## config.mk

```make
export PLATFORM = sky130hd
export DESIGN_NAME = vwia_cell
export DESIGN_NICKNAME = d
export VERILOG_FILES = /design/src/rtl/core/vwia_pkg.sv /design/src/rtl/core/vwia_cell.sv
export SDC_FILE = /design/constraint.sdc
export NUM_CORES = 1
export LEC_CHECK = 0
export BUFFER_PORTS_ARGS = -buffer_cell sky130_fd_sc_hd__buf_2
export CAP_MARGIN = 30
export CORE_AREA = 2 2 258 260
export CTS_BUF_LIST = sky130_fd_sc_hd__clkbuf_2
export DETAILED_ROUTE_END_ITERATION = 10
export DIE_AREA = 0 0 260 262
export PLACE_DENSITY_LB_ADDON = 0.12
export SETUP_SLACK_MARGIN = 0.5
export SKIP_CTS_REPAIR_TIMING = 1
export SLEW_MARGIN = 20
export SYNTH_ARGS = -nofsm -noshare
export SYNTH_HDL_FRONTEND = slang
export SYNTH_SLANG_ARGS = --single-unit
```

## constraint.sdc

```tcl
create_clock -name clk -period 0.8 [get_ports clk]
set_input_delay 0.2 -clock clk [delete_from_list [all_inputs] [get_ports clk]]
set_output_delay 0.2 -clock clk [all_outputs]
set_load 0.01 [all_outputs]
```

## src/rtl/core/vwia_pkg.sv

```systemverilog
`timescale 1ns / 1ps

package vwia_pkg;

	localparam int WORD = 64;
	localparam int DATA_WIDTH_DEF = 64;

	localparam logic [4:0] FN_ADD   = 5'd0;
	localparam logic [4:0] FN_SUB   = 5'd1;
	localparam logic [4:0] FN_MUL   = 5'd2;
	localparam logic [4:0] FN_SDIV  = 5'd3;
	localparam logic [4:0] FN_UDIV  = 5'd4;
	localparam logic [4:0] FN_SREM  = 5'd5;
	localparam logic [4:0] FN_UREM  = 5'd6;
	localparam logic [4:0] FN_AND   = 5'd7;
	localparam logic [4:0] FN_OR    = 5'd8;
	localparam logic [4:0] FN_XOR   = 5'd9;
	localparam logic [4:0] FN_SHL   = 5'd10;
	localparam logic [4:0] FN_LSHR  = 5'd11;
	localparam logic [4:0] FN_ASHR  = 5'd12;
	localparam logic [4:0] FN_ICMP  = 5'd13;
	localparam logic [4:0] FN_TRUNC = 5'd14;
	localparam logic [4:0] FN_ZEXT  = 5'd15;
	localparam logic [4:0] FN_SEXT  = 5'd16;

	localparam logic [3:0] PR_EQ  = 4'd0;
	localparam logic [3:0] PR_NE  = 4'd1;
	localparam logic [3:0] PR_SLT = 4'd2;
	localparam logic [3:0] PR_SLE = 4'd3;
	localparam logic [3:0] PR_SGT = 4'd4;
	localparam logic [3:0] PR_SGE = 4'd5;
	localparam logic [3:0] PR_ULT = 4'd6;
	localparam logic [3:0] PR_ULE = 4'd7;
	localparam logic [3:0] PR_UGT = 4'd8;
	localparam logic [3:0] PR_UGE = 4'd9;

	typedef struct packed {
		logic [4:0]         func;
		logic [3:0]         predicate;
		logic signed [63:0] operand_a;
		logic signed [63:0] operand_b;
		logic [6:0]         operand_width;
		logic [6:0]         result_width;
	} in_item_t;

	typedef struct packed {
		logic               folded;
		logic signed [63:0] result;
	} out_item_t;

	typedef enum logic [1:0] {K_OTHER, K_MUL, K_DIV, K_REM} kind_t;

	// Work carried down the chain. For a multiply x is the shifted multiplicand,
	// y the remaining multiplier and acc the partial product. For a divide x is
	// the dividend shifting out at the top, y the divisor and acc the remainder.
	typedef struct packed {
		kind_t       kind;
		logic        folded;
		logic [63:0] val;
		logic [63:0] x;
		logic [63:0] y;
		logic [63:0] acc;
		logic [63:0] q;
		logic        negq;
		logic        negr;
		logic [6:0]  rw;
	} cell_t;

	function automatic logic [63:0] width_mask(input logic [6:0] w);
		logic [63:0] m;
		if (w >= 7'd64) begin
			m = '1;
		end else begin
			m = (64'd1 << w[5:0]) - 64'd1;
		end
		return m;
	endfunction

	function automatic logic [63:0] zview(input logic [63:0] v, input logic [6:0] w);
		return v & width_mask(w);
	endfunction

	function automatic logic [63:0] sview(input logic [63:0] v, input logic [6:0] w);
		logic [63:0] sb;
		logic [63:0] r;
		if (w >= 7'd64 || w == 7'd0) begin
			r = v;
		end else begin
			sb = 64'd1 << (w[5:0] - 6'd1);
			r = (zview(v, w) ^ sb) - sb;
		end
		return r;
	endfunction

endpackage

```

## src/rtl/core/vwia_cell.sv

```systemverilog
`timescale 1ns / 1ps

module vwia_cell (
	input  logic            clk,
	input  logic            arst_n,
	input  logic            en,
	input  logic            valid_i,
	input  vwia_pkg::cell_t cell_i,
	output logic            valid_q,
	output vwia_pkg::cell_t cell_q
);
	import vwia_pkg::*;

	cell_t       n;
	logic [64:0] part;
	logic [64:0] diff;

	always_comb begin
		n    = cell_i;
		part = {cell_i.acc, cell_i.x[63]};
		diff = part - {1'b0, cell_i.y};
		case (cell_i.kind)
			K_MUL: begin
				if (cell_i.y[0]) begin
					n.acc = cell_i.acc + cell_i.x;
				end
				n.x = cell_i.x << 1;
				n.y = cell_i.y >> 1;
			end
			K_DIV, K_REM: begin
				// One restoring step: the remainder stays below the divisor.
				if (!diff[64]) begin
					n.acc = diff[63:0];
					n.q   = {cell_i.q[62:0], 1'b1};
				end else begin
					n.acc = part[63:0];
					n.q   = {cell_i.q[62:0], 1'b0};
				end
				n.x = cell_i.x << 1;
			end
			default: n = cell_i;
		endcase
	end

	always_ff @(posedge clk or negedge arst_n) begin
		if (!arst_n) begin
			valid_q <= 1'b0;
		end else if (en) begin
			valid_q <= valid_i;
		end
	end

	always_ff @(posedge clk) begin
		if (en) begin
			cell_q <= n;
		end
	end

endmodule

```

==> After elaboration in Yosys (flattened, before gate mapping) <==
Cells that the tools add are included.
Widths: inputs -> output; s select.
{ "op_classes": {"reduce_logical": 2, "addsub": 2, "n_eq_ne": 3, "muxes": 6} }
{ "ops": {"columns": ["operator", "n"], "rows": [
  ["$mux 64", 3],
  ["$mux 128", 1],
  ["$pmux 64 s2", 1],
  ["$sub 65x64->65", 1],
  ["$add 64x64->64", 1],
  ["$mux 63", 1],
  ["$eq 2x2->1 const B", 2],
  ["$reduce_or 3->1", 1],
  ["$eq 2x1->1 const B", 1],
  ["$reduce_or 2->1", 1]
]} }
{ "word_totals": {"input_bits": 336, "regBits": 333, "output_inout_bits": 333} }

==> Longest topological paths before layout <==
Gate-level depths: netlist (run 1).
{ "depth": {"depth_word": 3, "depth_mapped": 15} }

==> Least setup slack after synthesis (run 1) <==
OpenSTA, ideal clock, no wires.
{ "synth_timing": {"path_type": "input-to-reg", "start": "in cell_i[264] (netlist bit)", "end": "reg cell_q[135] (netlist bit), data pin", "required_ps": 529, "stages": 14, "arrival_time_ps": 3117, "path_slack_ps": -2589, "cell_sequence": "inv_1 > ha_1 > fa_1 > nand2b_1 > a21oi_2 > a21boi_1 > o41ai_2 > a31oi_1 > o21a_1 > o211a_1 > o41a_1 > xnor2_1 > a31oi_1 > o211ai_1"} }
{ "synth_rtl": {"columns": ["item", "line_no", "rtl"], "rows": [
  ["start, declared", "vwia_cell.sv:8", "input vwia_pkg::cell_t cell_i,"],
  ["end signal, assigned", "vwia_cell.sv:55", "cell_q <= n;"],
  ["end, declared", "vwia_cell.sv:10", "output vwia_pkg::cell_t cell_q"]
]} }

==> results.txt, run 1 <==
----------------------------------------------------
[Cells and area]
  Non-filler cells in the finished layout ... 4,751
  Fill cells ... 5,984
  Multi-input logic area ... 12,100 µm²
  Most common library cell in the layout ignoring fill and taps ... sky130_fd_sc_hd__buf_4
  Layout cell share with drive strength beyond 1 ... 0.482
  Final core utilization ... 0.566
  Sequential cell area ... 9990 µm²
  Most frequent cells in the layout ... sky130_fd_sc_hd__buf_4, sky130_fd_sc_hd__buf_2, sky130_fd_sc_hd__edfxtp_1, sky130_fd_sc_hd__dlygate4sd3_1, sky130_fd_sc_hd__nand2_1
  Area Growth Syn to Fin ... 70.8%
  Final layout net count ... 4,268

[Drt]
  DRC violations left ... 0
  Post-detailed-route wirelength per cell ... 21.7 µm
  Detailed-route via count ... 23,900
  DRT Wirelength ... 103 mm
  First DRT Iteration DRCs ... 1,781
  Number of routed nets with antenna violations ... 0
  DR pass1 iterations ... 5
  Via/cell ratio ... 5.03

[Power]
  Pwr per Cell Area ... 1600 nW/µm²
  P_leak ... 17.2 nW
  Combinational share of power ... 0.391
  Share of power burned in the clock network ... 0.235
  Share of total power consumed by net switching ... 0.356
  Peak supply drop ... 988 µV
  Internal cell power ... 0.0380 W
  Part of the power in registers ... 0.374
  Switching power total ... 0.0210 W

[Timing]
  Final worst clock skew ... 0 ps
  Post-layout worst setup margin ... -1800 ps
  Final Critical Period ... 2600 ps
  Max-slew violations ... 0
  Transition time at the pin with the least slew margin ... 605 ps
  Period utilization ... 3.26
  Number of failing setup endpoints in the final timing report ... 462
  Hold Slack ... -681 ps
  Endpoints failing hold ... 654
  Achievable Freq ... 0.384 GHz
  Max-Slew Margin vs Limit ... 0.592
  Unrepaired setup endpoints after global routing ... yes

[Outcome]
  Status ... finished with violations
  Failing checks ... negative hold slack, negative setup slack

[Logic synthesis]
  Number of storage elements in the synthesis netlist ... 333
  Commonest register cell after synthesis ... sky130_fd_sc_hd__edfxtp_1
  Sequential element share of the synthesized area ... 0.462
  Post-synthesis average cell area ... 10.2 µm²
  Synth cell types ... 76
  Net count after synthesis ... 2,589
  Cells after Synth ... 2,124
  Share of flip-flops with an asynchronous set or reset ... 0.00300
  Number of enable-type register cells in the synthesized netlist ... 332
  Netlist area before placement ... 21,600 µm²
  Number of warning messages in the yosys log ... 0

[Setup path]
  Crit path arrival time ... 3450 ps
  Kind of start point of the critical path ... input port
  Slowest cell on the critical path ... sky130_fd_sc_hd__a2111oi_4
  Worst setup path category ... input port to register
  Required time worst endpoint ... 1640 ps
  Slowest Stage Delay on Critical Path ... 420 ps
  Endpoint kind of the worst setup timing path ... register
  Crit-path max FO ... 6
  Chain of cells forming the critical path ... buf_2, buf_4, ha_1, nand2_1, o21ai_0, a21oi_2, buf_4, a2111oi_4, o31ai_4, o31ai_4, a211oi_4, xor2_4, buf_12, clkbuf_16, nand2_1, o21ai_1, a221o_1

[Placed design]
  Setup WS pre-CTS ... -3110 ps
  Routability congestion estimate ... 0.950
  PortBufs ... 668
  Detailed Place HPWL ... 78.2 mm
  Number of cells after detailed placement ... 4,294

[Global routing]
  Number of global-route vias before repair ... 22,900
  Global-route wire length before repair ... 138 mm
  Maximum number of pins on one net before global-route repair ... 56
  Residual overflow from global routing ... 0
  Tot GR Track Use ... 0.268
  Number of antenna violations at the first check in global routing ... 12

[Hold path]
  Worst Hold Class ... input port to register

[Clocking]
  CTS HTree Levels ... 3
  Later-pin clock latency in the skew report ... 1130 ps
  CTS Root Buffer Type ... sky130_fd_sc_hd__clkbuf_2
  Total CTS buffers ... 97
  CTS tree ... yes
  Clock Sinks ... 333
  Maximum number of buffers from clock root to sink ... 3
  Clock transition at path regs ... 100 ps

[Die]
  Std cell rows ... 94
  Core region area ... 65,300 µm²
  Ports ... 669
  Die X ... 260 µm
  Full die area ... 68,100 µm²
  Die Y-Extent ... 262 µm
  Effective utilization at floorplan ... 0.331

[Flow run]
  Count of max-cap constraint violations ... 0

----------------------------------------------------
[state kept, by name (all words and copies together), names as in the netlist]
name / count
cell_q: 332
valid_q: 1
[per-layer routing]
layer | vias to the layer above | track usage | part of all wire
li1 | 11400 | - | -
met1 | 11500 | 0.334 | 0.41
met2 | 870 | 0.475 | 0.49
met3 | 182 | 0.0441 | 0.066
met4 | 2 | 0.0806 | 0.033
met5 | - | 0 | 0.00013
[critical path: cells and delay by family]
family | cells | cell delay [ps]
compound gates | 8 | 1700
simple gates | 2 | 210
buf+inv | 5 | 770
xor+xnor | 1 | 240
fa+ha+maj | 1 | 320
[worst paths after layout]
| kind | from | to | slack [ps] | depth (start not counted) |
|---|---|---|---|---|
| min in group asynchronous | arst_n | valid_q | -100 | 3 |
| hold reg to reg | valid_q | valid_q | 510 | 1 |
| setup / recovery | cell_i[86] | cell_q[117] | -1800 | 17 |
| max in group asynchronous | arst_n | valid_q | 790 | 3 |
| hold / removal | cell_i[152] | cell_q[151] | -680 | 3 |
| setup reg to reg | valid_q | valid_q | 60 | 1 |
[cell families after synthesis]
family	after synthesis	share of synthesized area
compound gates	667	0.196
xor+xnor	111	0.0456
fa+ha+maj	129	0.0753
buf+inv	197	0.0365
flops	333	0.462
mux	137	0.0707
simple gates	550	0.114
[through the flow]
stage | setup TNS, ps | power, W | hold WS (ps) | area (µm²)
2_1_floorplan | -210780 | 0.0315 | -95.6 | 22700
3_3_place_gp | -391080 | 0.0419 | -25.2 | 32200
3_5_place_dp | -397430 | 0.0419 | -20.6 | 32200
4_1_cts | -519160 | 0.0559 | -1330 | 33100
5_1_grt | -514350 | 0.0619 | -739 | 37000
6_report | -482150 | 0.0589 | -681 | 37000
[Yosys cell counts (all sizes together), types with 25 or more instances]
cell | count | area (µm²)
edfxtp | 332 | 9970
nand2 | 228 | 856
a21oi | 198 | 998
o21ai | 179 | 900
nor2 | 133 | 499
ha | 127 | 1590
mux2 | 127 | 1430
inv | 92 | 345
clkbuf | 78 | 294
a21o | 70 | 526
xnor2 | 62 | 551
xor2 | 49 | 437
nand3 | 45 | 225
nand4 | 31 | 194
a211oi | 29 | 235
a31oi | 27 | 175
buf | 27 | 150
nor2b | 25 | 156
[layout make-up]
cell class | instances | area share
Timing Repair Buffer | 1685 | 0.339
Multi-Input combinational cell | 1594 | 0.326
Sequential cell | 333 | 0.270
Tap cell | 864 | 0.0293
Clock buffer | 137 | 0.0186
Inverter | 92 | 0.00968
Clock inverter | 39 | 0.00603
Antenna cell | 7 | 0.000474
[power by group through the flow]
| stage | logic [W] | registers (W) | clock network, W |
|---|---|---|---|
| after floorplan | 0.00845 | 0.0231 | 0 |
| after global placement | 0.0195 | 0.0223 | 0 |
| after detailed placement | 0.0196 | 0.0223 | 0 |
| after CTS | 0.0198 | 0.0220 | 0.0142 |
| after global routing | 0.0246 | 0.0222 | 0.0151 |
| final | 0.0230 | 0.0220 | 0.0139 |
Note: power is estimated with default switching activity, not from simulation.
==> run 2: changes to the inputs <==
Settings changed: SKIP_LAST_GASP set to 1.
==> results.txt, run 2 (synthesized netlist as in run 1, its figures left out) <==
----------------------------------------------------
[Timing]
  Max-Slew Margin vs Limit ... 0.623 (+0.0301)
  Transition time at the pin with the least slew margin ... 560 ps (-44.7 ps)
  Number of failing setup endpoints in the final timing report ... 462 (unchanged)
  Post-layout worst setup margin ... -1820 ps (-14.0 ps)
  Endpoints failing hold ... 655 (+0.15%)
  Period utilization ... 3.27 (+0.0175)
  Achievable Freq ... 0.382 GHz (-0.53%)
  Hold Slack ... -675 ps (+5.89 ps)
  Max-slew violations ... 0 (unchanged)
  Final Critical Period ... 2620 ps (+14.0 ps)
  Unrepaired setup endpoints after global routing ... yes
  Final worst clock skew ... 0 ps (unchanged)

[Hold path]
  Destination of the worst hold path ... cell_q[151]
  Number of cells on the worst hold path ... 3 (unchanged)
  Worst Hold Class ... input port to register
  Startpoint of the tightest hold check path ... cell_i[152]

[Setup path]
  Crit-path max FO ... 6 (unchanged)
  Setup slack, reg-to-reg ... 60 ps (about the same)
  Reg2reg start ... valid_q
  Cell count of the worst reg-to-reg path ... 1 (unchanged)
  Critical register-to-register path endpoint ... valid_q
  Endpoint kind of the worst setup timing path ... register
  Worst setup path category ... input port to register
  Required time worst endpoint ... 1640 ps (about the same)
  Crit path arrival time ... 3460 ps (about the same)
  Kind of start point of the critical path ... input port

[Power]
  Share of power burned in the clock network ... 0.235 (about the same)
  Share of total power consumed by net switching ... 0.355 (-0.000405)
  P_leak ... 17.1 nW (-0.12%)
  Pwr per Cell Area ... 1590 nW/µm² (about the same)
  Switching power total ... 0.0209 W (-0.36%)
  Internal cell power ... 0.0379 W (-0.18%)
  Total power after layout ... 0.0588 W (-0.24%)
  Part of the power in registers ... 0.375 (about the same)
  Combinational share of power ... 0.390 (about the same)
  Peak supply drop ... 987 µV (about the same)

[Cells and area]
  Fill cells ... 5,991 (+0.12%)
  Most frequent cells in the layout ... sky130_fd_sc_hd__buf_4, sky130_fd_sc_hd__buf_2, sky130_fd_sc_hd__edfxtp_1, sky130_fd_sc_hd__dlygate4sd3_1, sky130_fd_sc_hd__nand2_1
  Reg with most FFs ... cell_q
  Registers with the most flip-flops ... cell_q: 332 flops, valid_q: 1 flops
  Most common library cell in the layout ignoring fill and taps ... sky130_fd_sc_hd__buf_4
  Layout cell share with drive strength beyond 1 ... 0.480 (-0.00284)
  Area Growth Syn to Fin ... 70.5%
  Largest register FFs ... 332 (unchanged)
  Final layout net count ... 4,268 (unchanged)

[Drt]
  Via/cell ratio ... 5.05 (+0.37%)
  First DRT Iteration DRCs ... 1,761 (-1.1%)
  DRT Wirelength ... 103 mm (about the same)
  Detailed-route via count ... 24,000 (+0.39%)
  Number of routed nets with antenna violations ... 0 (unchanged)
  DR pass1 iterations ... 5 (unchanged)
  Post-detailed-route wirelength per cell ... 21.7 µm (about the same)
  DRC violations left ... 0 (unchanged)

[Die]
  Std cell rows ... 94 (unchanged)
  Die Y-Extent ... 262 µm (unchanged)
  Ports ... 669 (unchanged)
  Effective utilization at floorplan ... 0.331 (unchanged)
  Full die area ... 68,100 µm² (unchanged)
  Die X ... 260 µm (unchanged)
  Core region area ... 65,300 µm² (unchanged)

[Global routing]
  Number of global-route vias before repair ... 22,900 (unchanged)
  Residual overflow from global routing ... 0 (unchanged)
  Tot GR Track Use ... 0.268 (unchanged)
  Maximum number of pins on one net before global-route repair ... 56 (unchanged)
  Number of antenna violations at the first check in global routing ... 12 (unchanged)
  Global-route wire length before repair ... 138 mm (unchanged)

[Placed design]
  Setup WS pre-CTS ... -3110 ps (unchanged)
  Routability congestion estimate ... 0.950 (unchanged)
  PortBufs ... 668 (unchanged)
  Detailed Place HPWL ... 78.2 mm (unchanged)

[Flow run]
  Count of max-cap constraint violations ... 0 (unchanged)

[Clocking]
  Maximum number of buffers from clock root to sink ... 3 (unchanged)
  Total CTS buffers ... 97 (unchanged)
  CTS tree ... yes
  CTS HTree Levels ... 3 (unchanged)
  CTS Root Buffer Type ... sky130_fd_sc_hd__clkbuf_2
  Later-pin clock latency in the skew report ... 1130 ps (about the same)
  Clock Sinks ... 333 (unchanged)
  Clock transition at path regs ... 100 ps (about the same)

[Outcome]
  Failing checks ... negative hold slack, negative setup slack
  Status ... finished with violations

----------------------------------------------------
run 2: changes by cell type in the layout (fill, tap and decap cells not counted), sizes merged:
cell / delta
diode: +1
run 2: cell type report:
cell class                      count  area [µm²]  area share
Multi-Input combinational cell   1594       12000       0.326
Tap cell                          864        1080      0.0293
Inverter                           92         358     0.00970
Timing Repair Buffer             1685       12500       0.339
Clock buffer                      137         686      0.0186
Clock inverter                     39         223     0.00604
Antenna cell                        8        20.0    0.000543
Sequential cell                   333        9990       0.271
run 2: critical path, stage by stage:
cell                        delay [ps]
sky130_fd_sc_hd__buf_2             120
sky130_fd_sc_hd__buf_4             150
sky130_fd_sc_hd__ha_1              320
sky130_fd_sc_hd__nand2_1           140
sky130_fd_sc_hd__o21ai_0           260
sky130_fd_sc_hd__a21oi_2            80
sky130_fd_sc_hd__buf_4             160
sky130_fd_sc_hd__a2111oi_4         420
sky130_fd_sc_hd__o31ai_4           130
sky130_fd_sc_hd__o31ai_4           300
sky130_fd_sc_hd__a211oi_4          160
sky130_fd_sc_hd__xor2_4            240
sky130_fd_sc_hd__buf_12            170
sky130_fd_sc_hd__clkbuf_16         170
sky130_fd_sc_hd__nand2_1            70
sky130_fd_sc_hd__o21ai_1            50
sky130_fd_sc_hd__a221o_1           300
run 2: power groups by stage:
stage	Clock (W)	Sequential (W)	Combinational (W)
2_1_floorplan	0	0.0231	0.00845
3_3_place_gp	0	0.0223	0.0195
3_5_place_dp	0	0.0223	0.0196
4_1_cts	0.0142	0.0220	0.0198
5_1_grt	0.0151	0.0222	0.0245
6_report	0.0138	0.0220	0.0229
run 2: metal layers:
metal / wire (µm) / share of wire / global-route usage / vias up
met2: 51000 / 0.49 / 0.475 / 902
met3: 6710 / 0.065 / 0.0441 / 179
met5: 12 / 0.00012 / 0 / -
met4: 3280 / 0.032 / 0.0806 / 2
met1: 42200 / 0.41 / 0.334 / 11500
li1: - / - / - / 11400
run 2: how the worst max path moves through the flow:
stage | startpoint | endpoint | slack, ps | cells past startpoint
after detailed placement | cell_i[264] | cell_q[132] | -3110 | 15
after CTS | cell_i[264] | cell_q[132] | -1870 | 15
after global placement | cell_i[264] | cell_q[132] | -3000 | 15
after floorplan | cell_i[264] | cell_q[129] | -2490 | 14
final | cell_i[86] | cell_q[117] | -1820 | 17
after global routing | cell_i[186] | cell_q[103] | -1830 | 16
run 2: metrics by stage:
stage | instances | setup TNS, ps | area, µm² | util
final | 4752 | -482130 | 36900 | 0.565
after global routing | 4751 | -514530 | 36900 | 0.565
after CTS | 4470 | -519160 | 33100 | 0.507
after detailed placement | 4294 | -397430 | 32200 | 0.493
after global placement | 4294 | -391080 | 32200 | 0.493
after floorplan | 2124 | -210780 | 22700 | -
